==> src/rtl/cdt_pkg.sv <==
// shared constants and codes for the countdown timer with pause
`timescale 1ns / 1ps
`default_nettype none

package cdt_pkg;

	localparam int TIME_BITS = 16;
	localparam int STEP_W    = 12;
	localparam int PHASE_W   = 8;
	localparam int OP_W      = 3;
	localparam int MODE_W    = 3;
	localparam int STATUS_W  = 2;
	localparam int REM_OUT_W = 16;
	localparam int TOTAL_W   = 32;
	localparam int CFG_IDX_W = 2;

	// width of the set-mode add and compare
	localparam int SUM_W     = ((TIME_BITS > STEP_W) ? TIME_BITS : STEP_W) + 1;
	// width that holds either the remaining time or the remaining field, whichever is wider
	localparam int REM_EXT_W = (TIME_BITS > REM_OUT_W) ? TIME_BITS : REM_OUT_W;

	localparam logic [MODE_W-1:0] MODE_IDLE   = 3'd0;
	localparam logic [MODE_W-1:0] MODE_SET    = 3'd1;
	localparam logic [MODE_W-1:0] MODE_COUNT  = 3'd2;
	localparam logic [MODE_W-1:0] MODE_PAUSED = 3'd3;
	localparam logic [MODE_W-1:0] MODE_TOTAL  = 3'd4;

	localparam logic [OP_W-1:0] OP_TICK  = 3'd0;
	localparam logic [OP_W-1:0] OP_INC   = 3'd1;
	localparam logic [OP_W-1:0] OP_DEC   = 3'd2;
	localparam logic [OP_W-1:0] OP_START = 3'd3;
	localparam logic [OP_W-1:0] OP_ABORT = 3'd4;

	localparam logic [STATUS_W-1:0] ST_HANDLED = 2'd0;
	localparam logic [STATUS_W-1:0] ST_IGNORED = 2'd1;
	localparam logic [STATUS_W-1:0] ST_TRANS   = 2'd2;

	localparam logic [CFG_IDX_W-1:0] REG_SET_STEP       = 2'd0;
	localparam logic [CFG_IDX_W-1:0] REG_TICK_MATCH     = 2'd1;
	localparam logic [CFG_IDX_W-1:0] REG_BEEP_THRESHOLD = 2'd2;

	localparam logic [STEP_W-1:0]  SET_STEP_RESET       = 12'd60;
	localparam logic [PHASE_W-1:0] TICK_MATCH_RESET     = 8'd10;
	localparam logic [PHASE_W-1:0] BEEP_THRESHOLD_RESET = 8'd5;

	localparam logic [TIME_BITS-1:0] TIME_MAX  = {TIME_BITS{1'b1}};
	localparam logic [TOTAL_W-1:0]   TOTAL_MAX = {TOTAL_W{1'b1}};

endpackage

`default_nettype wire

==> src/rtl/countdown_timer_with_pause.sv <==
// top level of the countdown timer with pause: mode state, time counters, result register
`timescale 1ns / 1ps
`default_nettype none

// Each accepted event is applied to the mode and time registers in the cycle it is
// transferred, and its result appears in the output register on the next cycle.
// One event can be taken every clock cycle: in_ready is high whenever the output
// register is empty or its result is being taken in the same cycle, so the rate is
// one event per cycle, held back only by the single result
// register. Configuration writes are always accepted (cfg_ready is tied high) and
// a write to index 3 does nothing.
module countdown_timer_with_pause
	import cdt_pkg::*;
(
	input  wire                      clk,
	input  wire                      arst_n,

	input  wire                      cfg_valid,
	output logic                     cfg_ready,
	input  wire  [CFG_IDX_W-1:0]     cfg_index,
	input  wire  [STEP_W-1:0]        cfg_data,

	input  wire                      in_valid,
	output logic                     in_ready,
	input  wire  [OP_W-1:0]          op,
	input  wire  [PHASE_W-1:0]       tick_phase,

	output logic                     out_valid,
	input  wire                      out_ready,
	output logic [STATUS_W-1:0]      status,
	output logic [MODE_W-1:0]        mode,
	output logic [REM_OUT_W-1:0]     remaining,
	output logic [TOTAL_W-1:0]       total,
	output logic                     beep
);

	logic [STEP_W-1:0]    set_step_q;
	logic [PHASE_W-1:0]   tick_match_q;
	logic [PHASE_W-1:0]   beep_threshold_q;

	logic [MODE_W-1:0]    mode_q;
	logic [TIME_BITS-1:0] remaining_q;
	logic [TIME_BITS-1:0] elapsed_q;
	logic [TOTAL_W-1:0]   total_q;

	logic                 out_valid_q;
	logic [STATUS_W-1:0]  status_q;
	logic [MODE_W-1:0]    mode_out_q;
	logic [REM_OUT_W-1:0] remaining_out_q;
	logic [TOTAL_W-1:0]   total_out_q;
	logic                 beep_q;

	logic                 in_xfer;
	logic                 cfg_xfer;

	logic [MODE_W-1:0]    mode_d;
	logic [TIME_BITS-1:0] remaining_d;
	logic [TIME_BITS-1:0] elapsed_d;
	logic [TOTAL_W-1:0]   total_d;
	logic [STATUS_W-1:0]  status_d;
	logic                 beep_d;
	logic [REM_EXT_W-1:0] remaining_ext;

	assign cfg_ready = 1'b1;
	assign cfg_xfer  = cfg_valid & cfg_ready;
	assign in_ready  = ~out_valid_q | out_ready;
	assign in_xfer   = in_valid & in_ready;

	always_comb begin
		logic [SUM_W-1:0]     rem_ext;
		logic [SUM_W-1:0]     step_ext;
		logic [SUM_W-1:0]     inc_sum;
		logic [TIME_BITS-1:0] el_tmp;
		logic [TOTAL_W:0]     fold_sum;
		logic                 phase_hit;

		rem_ext     = SUM_W'(remaining_q);
		step_ext    = SUM_W'(set_step_q);
		inc_sum     = rem_ext + step_ext;
		phase_hit   = (op == OP_TICK) && (tick_phase == tick_match_q);
		mode_d      = mode_q;
		remaining_d = remaining_q;
		el_tmp      = elapsed_q;
		status_d    = ST_IGNORED;
		beep_d      = 1'b0;

		case (mode_q)
			MODE_IDLE: begin
				if (op == OP_TICK) begin
					if (tick_phase >= beep_threshold_q) begin
						beep_d   = 1'b1;
						status_d = ST_HANDLED;
					end
				end else if (op inside {OP_INC, OP_DEC}) begin
					mode_d   = MODE_SET;
					status_d = ST_TRANS;
				end else if (op == OP_START) begin
					mode_d   = MODE_TOTAL;
					status_d = ST_TRANS;
				end
			end
			MODE_SET: begin
				if (op == OP_INC) begin
					if (inc_sum > SUM_W'(TIME_MAX)) begin
						remaining_d = TIME_MAX;
					end else begin
						remaining_d = inc_sum[TIME_BITS-1:0];
					end
					status_d = ST_HANDLED;
				end else if (op == OP_DEC) begin
					if (rem_ext >= step_ext) begin
						remaining_d = remaining_q - TIME_BITS'(set_step_q);
						status_d    = ST_HANDLED;
					end
				end else if (op == OP_ABORT) begin
					mode_d   = MODE_IDLE;
					status_d = ST_TRANS;
				end else if (op == OP_START) begin
					mode_d   = MODE_COUNT;
					status_d = ST_TRANS;
				end
			end
			MODE_COUNT: begin
				if (op == OP_START) begin
					mode_d   = MODE_PAUSED;
					status_d = ST_TRANS;
				end else if (phase_hit) begin
					if (remaining_q == '0) begin
						mode_d   = MODE_IDLE;
						status_d = ST_TRANS;
					end else begin
						remaining_d = remaining_q - TIME_BITS'(1);
						if (elapsed_q != TIME_MAX) begin
							el_tmp = elapsed_q + TIME_BITS'(1);
						end
						if (remaining_q == TIME_BITS'(1)) begin
							mode_d   = MODE_IDLE;
							status_d = ST_TRANS;
						end else begin
							status_d = ST_HANDLED;
						end
					end
				end
			end
			MODE_PAUSED: begin
				if (op inside {OP_INC, OP_DEC}) begin
					mode_d   = MODE_SET;
					status_d = ST_TRANS;
				end else if (op == OP_START) begin
					mode_d   = MODE_COUNT;
					status_d = ST_TRANS;
				end else if (op == OP_ABORT) begin
					mode_d   = MODE_IDLE;
					status_d = ST_TRANS;
				end
			end
			MODE_TOTAL: begin
				if (phase_hit) begin
					mode_d   = MODE_IDLE;
					status_d = ST_TRANS;
				end
			end
			default: begin
				mode_d = mode_q;
			end
		endcase

		// leaving count folds elapsed time into the total
		fold_sum = {1'b0, total_q} + (TOTAL_W + 1)'(el_tmp);
		if ((mode_q == MODE_COUNT) && (mode_d != MODE_COUNT)) begin
			elapsed_d = '0;
			if (fold_sum[TOTAL_W]) begin
				total_d = TOTAL_MAX;
			end else begin
				total_d = fold_sum[TOTAL_W-1:0];
			end
		end else begin
			elapsed_d = el_tmp;
			total_d   = total_q;
		end
	end

	assign remaining_ext = REM_EXT_W'(remaining_d);

	always_ff @(posedge clk or negedge arst_n) begin
		if (!arst_n) begin
			set_step_q       <= SET_STEP_RESET;
			tick_match_q     <= TICK_MATCH_RESET;
			beep_threshold_q <= BEEP_THRESHOLD_RESET;
		end else if (cfg_xfer) begin
			case (cfg_index)
				REG_SET_STEP:       set_step_q       <= cfg_data;
				REG_TICK_MATCH:     tick_match_q     <= cfg_data[PHASE_W-1:0];
				REG_BEEP_THRESHOLD: beep_threshold_q <= cfg_data[PHASE_W-1:0];
				default:            set_step_q       <= set_step_q;
			endcase
		end
	end

	always_ff @(posedge clk or negedge arst_n) begin
		if (!arst_n) begin
			mode_q      <= MODE_IDLE;
			remaining_q <= '0;
			elapsed_q   <= '0;
			total_q     <= '0;
		end else if (in_xfer) begin
			mode_q      <= mode_d;
			remaining_q <= remaining_d;
			elapsed_q   <= elapsed_d;
			total_q     <= total_d;
		end
	end

	always_ff @(posedge clk or negedge arst_n) begin
		if (!arst_n) begin
			out_valid_q <= 1'b0;
		end else if (in_xfer) begin
			out_valid_q <= 1'b1;
		end else if (out_ready) begin
			out_valid_q <= 1'b0;
		end
	end

	always_ff @(posedge clk) begin
		if (in_xfer) begin
			status_q        <= status_d;
			mode_out_q      <= mode_d;
			remaining_out_q <= remaining_ext[REM_OUT_W-1:0];
			total_out_q     <= total_d;
			beep_q          <= beep_d;
		end
	end

	assign out_valid = out_valid_q;
	assign status    = status_q;
	assign mode      = mode_out_q;
	assign remaining = remaining_out_q;
	assign total     = total_out_q;
	assign beep      = beep_q;

	// elapsed time only builds up while counting
	a_elapsed_only_in_count: assert property (@(posedge clk) disable iff (!arst_n)
		(elapsed_q != '0) |-> (mode_q == MODE_COUNT))
		else $error("elapsed time held outside count mode");

	// beep only on a handled idle tick
	a_beep_idle: assert property (@(posedge clk) disable iff (!arst_n)
		(out_valid_q && beep_q) |-> ((mode_out_q == MODE_IDLE) && (status_q == ST_HANDLED)))
		else $error("beep flagged outside a handled idle tick");

	// a matching tick in total display returns to idle
	a_total_exit: assert property (@(posedge clk) disable iff (!arst_n)
		(in_xfer && (mode_q == MODE_TOTAL) && (op == OP_TICK) && (tick_phase == tick_match_q))
		|=> (mode_q == MODE_IDLE))
		else $error("total display did not return to idle");

	// result register mirrors the mode state after each transfer
	a_mode_mirror: assert property (@(posedge clk) disable iff (!arst_n)
		in_xfer |=> (out_valid_q && (mode_out_q == mode_q)))
		else $error("result mode differs from mode state");

endmodule

`default_nettype wire

==> config.mk <==
export PLATFORM = sky130hd
export DESIGN_NAME = countdown_timer_with_pause
export DESIGN_NICKNAME = d
export VERILOG_FILES = /design/src/rtl/cdt_pkg.sv /design/src/rtl/countdown_timer_with_pause.sv
export SDC_FILE = /design/constraint.sdc
export NUM_CORES = 1
export LEC_CHECK = 0
export BUFFER_PORTS_ARGS = -buffer_cell sky130_fd_sc_hd__buf_2
export CAP_MARGIN = 10
export CORE_MARGIN = 8
export CORE_UTILIZATION = 40
export DETAILED_ROUTE_END_ITERATION = 10
export MAX_ROUTING_LAYER = met4
export PLACE_DENSITY = 0.57
export SETUP_SLACK_MARGIN = 0.1
export SLEW_MARGIN = 20
export SYNTH_ARGS = -nofsm -noshare
export SYNTH_HDL_FRONTEND = slang
export SYNTH_SLANG_ARGS = --single-unit
==> constraint.sdc <==
create_clock -name clk -period 11 [get_ports clk]
set_clock_uncertainty 0.05 [all_clocks]
set_input_delay 2.75 -clock clk [delete_from_list [all_inputs] [get_ports clk]]
set_output_delay 2.75 -clock clk [all_outputs]
set_load 0.01 [all_outputs]
==> results of run 1 <==
-- kinds of logic (layout without fill, tap and decap cells) --
logic type	after synthesis	after routing	synth area share, %
multiplexers	46	46	4.84
XOR/XNOR	46	46	3.92
buffers and inverters	118	180	4.86
adder cells (fa/ha/maj)	55	55	6.91
AO/OA/AOI/OAI	327	327	20.4
other	1	1	0.0364
flip-flops	150	150	39.2
AND/OR/NAND/NOR	404	404	19.8
-- critical path: stages --
cell	delay (ns)
sky130_fd_sc_hd__buf_2	0.15
sky130_fd_sc_hd__or3_4	0.43
sky130_fd_sc_hd__nand3b_4	0.17
sky130_fd_sc_hd__nor4_4	0.51
sky130_fd_sc_hd__and2_1	0.44
sky130_fd_sc_hd__mux2i_1	0.36
sky130_fd_sc_hd__fa_1	0.24
sky130_fd_sc_hd__nand2b_1	0.12
sky130_fd_sc_hd__a21boi_0	0.12
sky130_fd_sc_hd__o21a_1	0.21
sky130_fd_sc_hd__o31ai_1	0.36
sky130_fd_sc_hd__a21boi_1	0.26
sky130_fd_sc_hd__o21ai_1	0.68
sky130_fd_sc_hd__o2111ai_1	0.25
sky130_fd_sc_hd__mux2_2	0.32
-- state kept, by name, indices dropped and copies added (netlist names) --
signal	cells
elapsed_q	16
remaining	16
total	32
status	2
remaining_q	16
tick_match_q	8
beep_threshold_q	8
mode	3
total_q	32
mode_q	3
set_step_q	12
out_valid	1
beep	1
-- per-layer routing --
layer,vias up,global-route usage [%],part of all wire [%]
li1,4301,-,-
met1,4167,25.1,50
met2,200,27.5,44
met3,23,3.23,4.9
met4,0,4.48,1.1
met5,-,-,0
-- power by group --
part	switching (µW)	internal [µW]	total (µW)	leakage (µW)
Clock	264	331	594	0.000286
Sequential	106	682	788	0.00171
Combinational	496	325	821	0.00269
Total	866	1340	2200	0.00468
-- cell type report --
class,instances,area share [%]
Clock buffer,19,3.94
Clock inverter,13,1.17
Inverter,57,1.87
Multi-Input combinational cell,879,50.2
Sequential cell,150,35.1
Tap cell,330,3.60
Timing Repair Buffer,91,4.12
-- stage by stage --
stage | total power (µW) | setup slack, ns | area (µm²) | hold slack [ns] | instances
5_1_grt | 2360 | 3.38 | 11500 | 0.485 | 1539
2_1_floorplan | 1390 | 4.32 | 10300 | 0.428 | 1147
3_3_place_gp | 1600 | 3.46 | 10900 | 0.437 | 1507
6_report | 2200 | 3.74 | 11500 | 0.456 | 1539
4_1_cts | 2220 | 3.80 | 11500 | 0.457 | 1539
3_5_place_dp | 1610 | 3.34 | 10900 | 0.442 | 1507
-- cells in the mapped netlist, types with 4 or more instances --
library cell / n
sky130_fd_sc_hd__mux2i_1: 16
sky130_fd_sc_hd__buf_4: 5
sky130_fd_sc_hd__dfstp_2: 8
sky130_fd_sc_hd__a221o_1: 8
sky130_fd_sc_hd__and3_1: 20
sky130_fd_sc_hd__xor2_1: 12
sky130_fd_sc_hd__edfxtp_1: 54
sky130_fd_sc_hd__o31ai_1: 12
sky130_fd_sc_hd__nand3b_1: 4
sky130_fd_sc_hd__nand4_1: 13
sky130_fd_sc_hd__o21ai_0: 99
sky130_fd_sc_hd__nor3_2: 5
sky130_fd_sc_hd__o22ai_1: 7
sky130_fd_sc_hd__nor2_1: 85
sky130_fd_sc_hd__o31a_1: 4
sky130_fd_sc_hd__nand2_1: 126
sky130_fd_sc_hd__inv_1: 56
sky130_fd_sc_hd__a31oi_1: 19
sky130_fd_sc_hd__nand3_1: 32
sky130_fd_sc_hd__nand2b_1: 21
sky130_fd_sc_hd__buf_2: 13
sky130_fd_sc_hd__clkbuf_1: 40
sky130_fd_sc_hd__o21ai_1: 6
sky130_fd_sc_hd__xnor2_1: 34
sky130_fd_sc_hd__a21o_1: 8
sky130_fd_sc_hd__nor4_1: 8
sky130_fd_sc_hd__o21a_1: 11
sky130_fd_sc_hd__ha_1: 52
sky130_fd_sc_hd__a21oi_1: 70
sky130_fd_sc_hd__mux2_2: 29
sky130_fd_sc_hd__or3_1: 14
sky130_fd_sc_hd__o211ai_1: 16
sky130_fd_sc_hd__nor2b_1: 10
sky130_fd_sc_hd__a211oi_1: 11
sky130_fd_sc_hd__nor3_1: 31
sky130_fd_sc_hd__o22a_1: 7
sky130_fd_sc_hd__or4_1: 5
sky130_fd_sc_hd__dfrtp_1: 88
sky130_fd_sc_hd__o21bai_1: 5
sky130_fd_sc_hd__o311ai_0: 4
sky130_fd_sc_hd__o221ai_1: 5
sky130_fd_sc_hd__and2_1: 9
-- how the worst max path moves through the flow --
stage                            to  slack (ns)  cells past startpoint
after floorplan           total[24]        4.32                     18
after detailed placement  total[14]        3.34                     15
final                     total[14]        3.74                     15
after CTS                 total[14]        3.80                     15
after global routing      total[14]        3.38                     15
after global placement    total[14]        3.46                     15
-- layout by cell type (no fill, tap or decap), types with 29 or more instances in the layout --
cell                       netlist  layout
sky130_fd_sc_hd__a21oi_1        70      70
sky130_fd_sc_hd__xnor2_1        34      34
sky130_fd_sc_hd__inv_1          56      56
sky130_fd_sc_hd__ha_1           52      52
sky130_fd_sc_hd__o21ai_0        99      99
sky130_fd_sc_hd__dfrtp_1        88      88
sky130_fd_sc_hd__buf_2          13      84
sky130_fd_sc_hd__nor2_1         85      85
sky130_fd_sc_hd__nor3_1         31      31
sky130_fd_sc_hd__nand2_1       126     125
sky130_fd_sc_hd__edfxtp_1       54      54
sky130_fd_sc_hd__nand3_1        32      32
sky130_fd_sc_hd__mux2_2         29      29
==> summary.txt, run 1 <==
GRT
  • All-Layer GR Usage: 18.2%
  • Pin count of the biggest net entering global routing: 80
  • Antenna violations before repair: 0
  • Via count of the first global-routing pass: 8,438
  • Grt total ovfl: 0
  • First-pass GRT wire length: 44,600 µm

Synth
  • Largest area contributor in the synthesized netlist: sky130_fd_sc_hd__dfrtp_1
  • YS warnings: 0
  • Most frequently used flop master after synthesis: sky130_fd_sc_hd__dfrtp_1
  • Async set-reset flop share out of synthesis: 64.0%
  • Cell count after synthesis: 1,147
  • Synth Net Count: 1,232
  • Average size of a mapped cell: 8.97 µm²
  • Post-Syn Area: 10,300 µm²
  • Dominant cells by area after synthesis: sky130_fd_sc_hd__dfrtp_1 (21%), sky130_fd_sc_hd__edfxtp_1 (16%), sky130_fd_sc_hd__ha_1 (6.3%)
  • Unique masters post-synth: 83
  • FF+latch count, synth: 150
  • Count of flip-flops with a built-in enable after synthesis: 54
  • Share of Yosys cell area claimed by the top area cell type: 21.4%
  • Sequential-to-total area share from yosys stat: 39.2%

Final layout
  • Fraction of final layout cells with drive strength greater than 1: 15.7%
  • Count of antenna diodes in the layout: 0
  • Fill cell total of the finished layout: 2,456
  • P&R area growth vs syn: 11.6%
  • Post-route core utilization: 45.5%
  • Layout Nets: 1,281
  • Area of the multi-input gates: 5760 µm²
  • Register area: 4030 µm²

Clock network
  • Sink count of the clock tree: 150
  • Clock slew at reported path FFs: 0.07 ns
  • H-tree levels: 4
  • Post-CTS setup buffer count: 0
  • CTS tree: done
  • Number of buffers added by the clock tree synthesis step: 17
  • Clock Path Buffers: 2
  • Cell at the root of the clock tree: sky130_fd_sc_hd__clkbuf_16
  • Worst skew pair latency: 0.43 ns
  • Post-cts sizing count: 0
  • CTS hold repair buffers: 0

Worst setup path
  • Critical Path Source Type: input port
  • Class of the most critical setup path: in2reg
  • Data arrival time of the critical path: 7.39 ns
  • Launch point of the worst reg-to-reg path: remaining_q[1]
  • Endpoint kind of the worst setup timing path: flip-flop
  • Max FO, Critical Path: 10
  • Worst Path Required: 11.13 ns
  • Worst R2R Setup Slack: 5.32 ns
  • Crit path launch: op[1]
  • Worst reg2reg endpoint: total[14]
  • Worst Reg2Reg Path Length in Cells: 16

Timing
  • Number of pins with negative max-slew slack in the final report: 0
  • Final sum of negative setup slack: 0 ns
  • Actual slew at the worst max-slew pin: 1.05 ns
  • Unrepaired setup endpoints after global routing: false
  • Post-route minimum period: 7.26 ns
  • Endpoints failing hold: 0
  • Endpoints failing setup: 0
  • Fmax: 138 MHz
  • Fraction of the cycle the final worst path needs: 66.0%
  • Max transition margin: 29.9%

Place
  • Placed wire-length estimate after detailed placement: 19,400 µm
  • Last weighted congestion value of the routability-driven placer: 0.876
  • IO Port Bufs: 85

Die
  • Starting utilization of the core area: 40.7%
  • DIE WIDTH: 176 µm
  • Floorplan die area: 31,100 µm²
  • Vertical die dimension: 176 µm
  • Top-level I/O count: 87
  • Core Footprint: 25,300 µm²
  • Total number of placement rows: 58

Detailed routing
  • Vias post-DR: 8,691
  • Via count normalized by instance count: 5.65
  • Detailed Routing Iterations Pass 1: 5
  • Average wire per standard cell: 17.6 µm
  • DR iter-0 viols: 674
  • Antenna violation net count after detailed routing: 0
  • Drt drc: 0
  • Wire length reported by the detailed router: 27,100 µm

Pwr
  • Cell Pwr Density: 192 nW/µm²
  • Leakage power: 0.00468 µW
  • Worst IR drop on VDD: 0.000103 V

Hold path
  • Hold Crit Start: beep_threshold_q[7]
  • Hold path cells: 1
  • Type of the worst min-delay path: reg2reg
  • Hold Crit Endpoint: beep_threshold_q[7]

Run status
  • Outcome: finished clean

Job
  • Max-Cap Viols: 0
Note: power is estimated with default switching activity, not from simulation.
==> run 2: changes to the inputs <==
Settings changed: ABC_AREA set to 1.
Clock period 11 ns to 6.8 ns, I/O delays scaled along.
==> summary.txt, run 2 <==
Run status
  • Outcome: finished clean

Die
  • DIE WIDTH: 183 µm
  • Core Footprint: 27,600 µm²
  • Total number of placement rows: 61
  • Vertical die dimension: 183 µm
  • Top-level I/O count: 87
  • Floorplan die area: 33,400 µm²
  • Starting utilization of the core area: 40.4%

Clock network
  • H-tree levels: 4
  • Cell at the root of the clock tree: sky130_fd_sc_hd__clkbuf_16
  • Number of buffers added by the clock tree synthesis step: 17
  • Clock slew at reported path FFs: 0.07 ns
  • CTS tree: done
  • CTS hold repair buffers: 0
  • Clock Path Buffers: 2
  • Post-CTS setup buffer count: 0
  • Post-cts sizing count: 0
  • Sink count of the clock tree: 150
  • Worst skew pair latency: 0.44 ns

Worst setup path
  • Critical Path Source Type: input port
  • Max FO, Critical Path: 14
  • Data arrival time of the critical path: 5.33 ns
  • Endpoint kind of the worst setup timing path: flip-flop
  • Most used cell, CP: sky130_fd_sc_hd__nand2_1
  • Maximum cell stage delay along the critical path: 0.34 ns
  • Cell with the largest stage delay on the worst path: sky130_fd_sc_hd__ha_1
  • Class of the most critical setup path: in2reg
  • Worst Path Required: 6.94 ns

Synth
  • Most frequently used flop master after synthesis: sky130_fd_sc_hd__dfrtp_1
  • Async set-reset flop share out of synthesis: 64.0%
  • Share of Yosys cell area claimed by the top area cell type: 19.8%
  • Cell count after synthesis: 1,630
  • Most frequently used cell type in the post-synthesis netlist: sky130_fd_sc_hd__nand2_1
  • Simple logic cell fraction of the synthesized area: 33.8%
  • FF+latch count, synth: 150
  • Dominant cells by area after synthesis: sky130_fd_sc_hd__dfrtp_1 (20%), sky130_fd_sc_hd__nand2_1 (18%), sky130_fd_sc_hd__edfxtp_1 (15%)
  • Synth Net Count: 1,715
  • YS warnings: 0
  • Count of flip-flops with a built-in enable after synthesis: 54
  • Synth top cells by count: sky130_fd_sc_hd__nand2_1 (546), sky130_fd_sc_hd__inv_1 (222), sky130_fd_sc_hd__nand3_1 (128), sky130_fd_sc_hd__nor2_1 (128), sky130_fd_sc_hd__dfrtp_1 (88)
  • Average size of a mapped cell: 6.83 µm²
  • Unique masters post-synth: 50
  • Sequential-to-total area share from yosys stat: 36.2%
  • Main combinational cell family by area after synthesis: simple AND/OR/NAND/NOR gates
  • Fraction of synthesized area in multiplexers: 0%
  • Post-Syn Area: 11,100 µm²
  • Compound-Gate Fraction of Synth Area: 10.0%
  • Adder-Cell Fraction of Synth Area: 6.39%
  • Largest area contributor in the synthesized netlist: sky130_fd_sc_hd__dfrtp_1
  • Xor and xnor fraction of the mapped netlist area: 3.37%

Timing
  • Endpoints failing setup: 0
  • Fraction of the cycle the final worst path needs: 76.4%
  • Actual slew at the worst max-slew pin: 0.875 ns
  • Unrepaired setup endpoints after global routing: false
  • Endpoints failing hold: 0
  • Number of pins with negative max-slew slack in the final report: 0
  • Post-route worst hold slack: 0.437 ns
  • Fmax: 192 MHz
  • Max transition margin: 41.7%
  • Final sum of negative setup slack: 0 ns
  • Post-route minimum period: 5.20 ns

Detailed routing
  • Drt drc: 0
  • Wire length reported by the detailed router: 31,800 µm
  • Detailed Routing Iterations Pass 1: 5
  • Via count normalized by instance count: 5.02
  • Antenna violation net count after detailed routing: 0
  • Vias post-DR: 10,460
  • Average wire per standard cell: 15.2 µm
  • DR iter-0 viols: 891

Final layout
  • Count of antenna diodes in the layout: 0
  • Fill cell total of the finished layout: 2,855
  • P&R area growth vs syn: 12.0%
  • Layout Nets: 1,779
  • Most frequent cells in the layout: sky130_fd_sc_hd__nand2_1 (545), sky130_fd_sc_hd__inv_1 (221), sky130_fd_sc_hd__nor2_1 (128), sky130_fd_sc_hd__nand3_1 (128), sky130_fd_sc_hd__dfrtp_1 (88)
  • Area of the multi-input gates: 5970 µm²
  • Fraction of final layout cells with drive strength greater than 1: 10.5%
  • Register area: 4030 µm²
  • Most common cell after layout, fill and taps aside: sky130_fd_sc_hd__nand2_1
  • Post-route core utilization: 45.2%

GRT
  • Grt total ovfl: 0
  • First-pass GRT wire length: 53,400 µm
  • Via count of the first global-routing pass: 9,995
  • Pin count of the biggest net entering global routing: 78
  • All-Layer GR Usage: 20.4%
  • Antenna violations before repair: 0

Pwr
  • Worst IR drop on VDD: 0.000204 V
  • Proportion of total power due to net switching: 45.0%
  • Cell Pwr Density: 339 nW/µm²
  • Clock group share of total power: 24.0%
  • Switching power: 1900 µW
  • Leakage power: 0.00639 µW
  • Power share of the combinational group: 43.8%
  • Sequential Power Share: 32.2%
  • Pint: 2330 µW

Job
  • Max-Cap Viols: 0

Place
  • Placed wire-length estimate after detailed placement: 24,200 µm
  • Last weighted congestion value of the routability-driven placer: 0.932
  • IO Port Bufs: 85

Hold path
  • Type of the worst min-delay path: reg2reg
==> run 2: power by group through the flow <==
stage | combinational [µW] | sequential [µW] | clock (µW)
6_report | 1850 | 1360 | 1010
5_1_grt | 2120 | 1390 | 1070
4_1_cts | 1850 | 1370 | 1030
3_5_place_dp | 1840 | 1380 | 0
3_3_place_gp | 1830 | 1380 | 0
2_1_floorplan | 1400 | 1310 | 0
==> run 2: path summary, 6_finish.rpt <==
kind	startpoint	end	slack (ns)	depth (start not counted)
setup / recovery	tick_phase[4]	total[10]	1.60	27
hold / removal	beep_threshold_q[7]	beep_threshold_q[7]	0.44	2
setup reg to reg	elapsed_q[1]	total_q[7]	2.31	26
hold reg to reg	beep_threshold_q[7]	beep_threshold_q[7]	0.44	2
max in group asynchronous	arst_n	total_q[27]	4.36	2
min in group asynchronous	arst_n	beep_threshold_q[3]	1.32	1
==> run 2: layout make-up <==
| cell class | instances | area share [%] |
|---|---|---|
| clock buffer | 18 | 3.44 |
| clock inverter | 14 | 1.48 |
| multi-input combinational | 1195 | 47.9 |
| timing repair buffer | 92 | 3.85 |
| sequential | 150 | 32.4 |
| tap | 378 | 3.79 |
| inverter | 238 | 7.22 |
==> run 2: cell families (layout without fill, tap and decap cells) <==
group                    count (synthesis)  count (layout)
AO/OA/AOI/OAI                          208             208
XOR/XNOR                                42              42
adder cells (fa/ha/maj)                 55              55
buffers and inverters                  285             362
flip-flops                             150             150
other                                    1               1
AND/OR/NAND/NOR                        889             889
==> run 2: metal layers <==
layer	vias to the layer above	global-route usage, %	share of wire, %
met5	-	-	0
met4	0	4.62	0.98
met3	20	2.57	5.2
met2	266	30.4	43
met1	4829	29.0	51
li1	5345	-	-
==> run 2: metrics by stage <==
stage / power [µW] / cell area [µm²] / worst slack (ns) / cells
6_report: 4230 / 12500 / 1.60 / 2085
4_1_cts: 4250 / 12500 / 1.63 / 2085
5_1_grt: 4580 / 12500 / 1.17 / 2085
3_3_place_gp: 3220 / 11900 / 1.30 / 2053
2_1_floorplan: 2700 / 11100 / 2.07 / 1630
3_5_place_dp: 3210 / 11900 / 1.17 / 2053
==> run 2: worst max-delay path: cells and delay by family <==
kind	cells	cell delay, ns
adder cells (fa/ha/maj)	1	0.34
XOR/XNOR	1	0.22
buffers and inverters	7	0.68
AO/OA/AOI/OAI	2	0.22
AND/OR/NAND/NOR	16	2.16
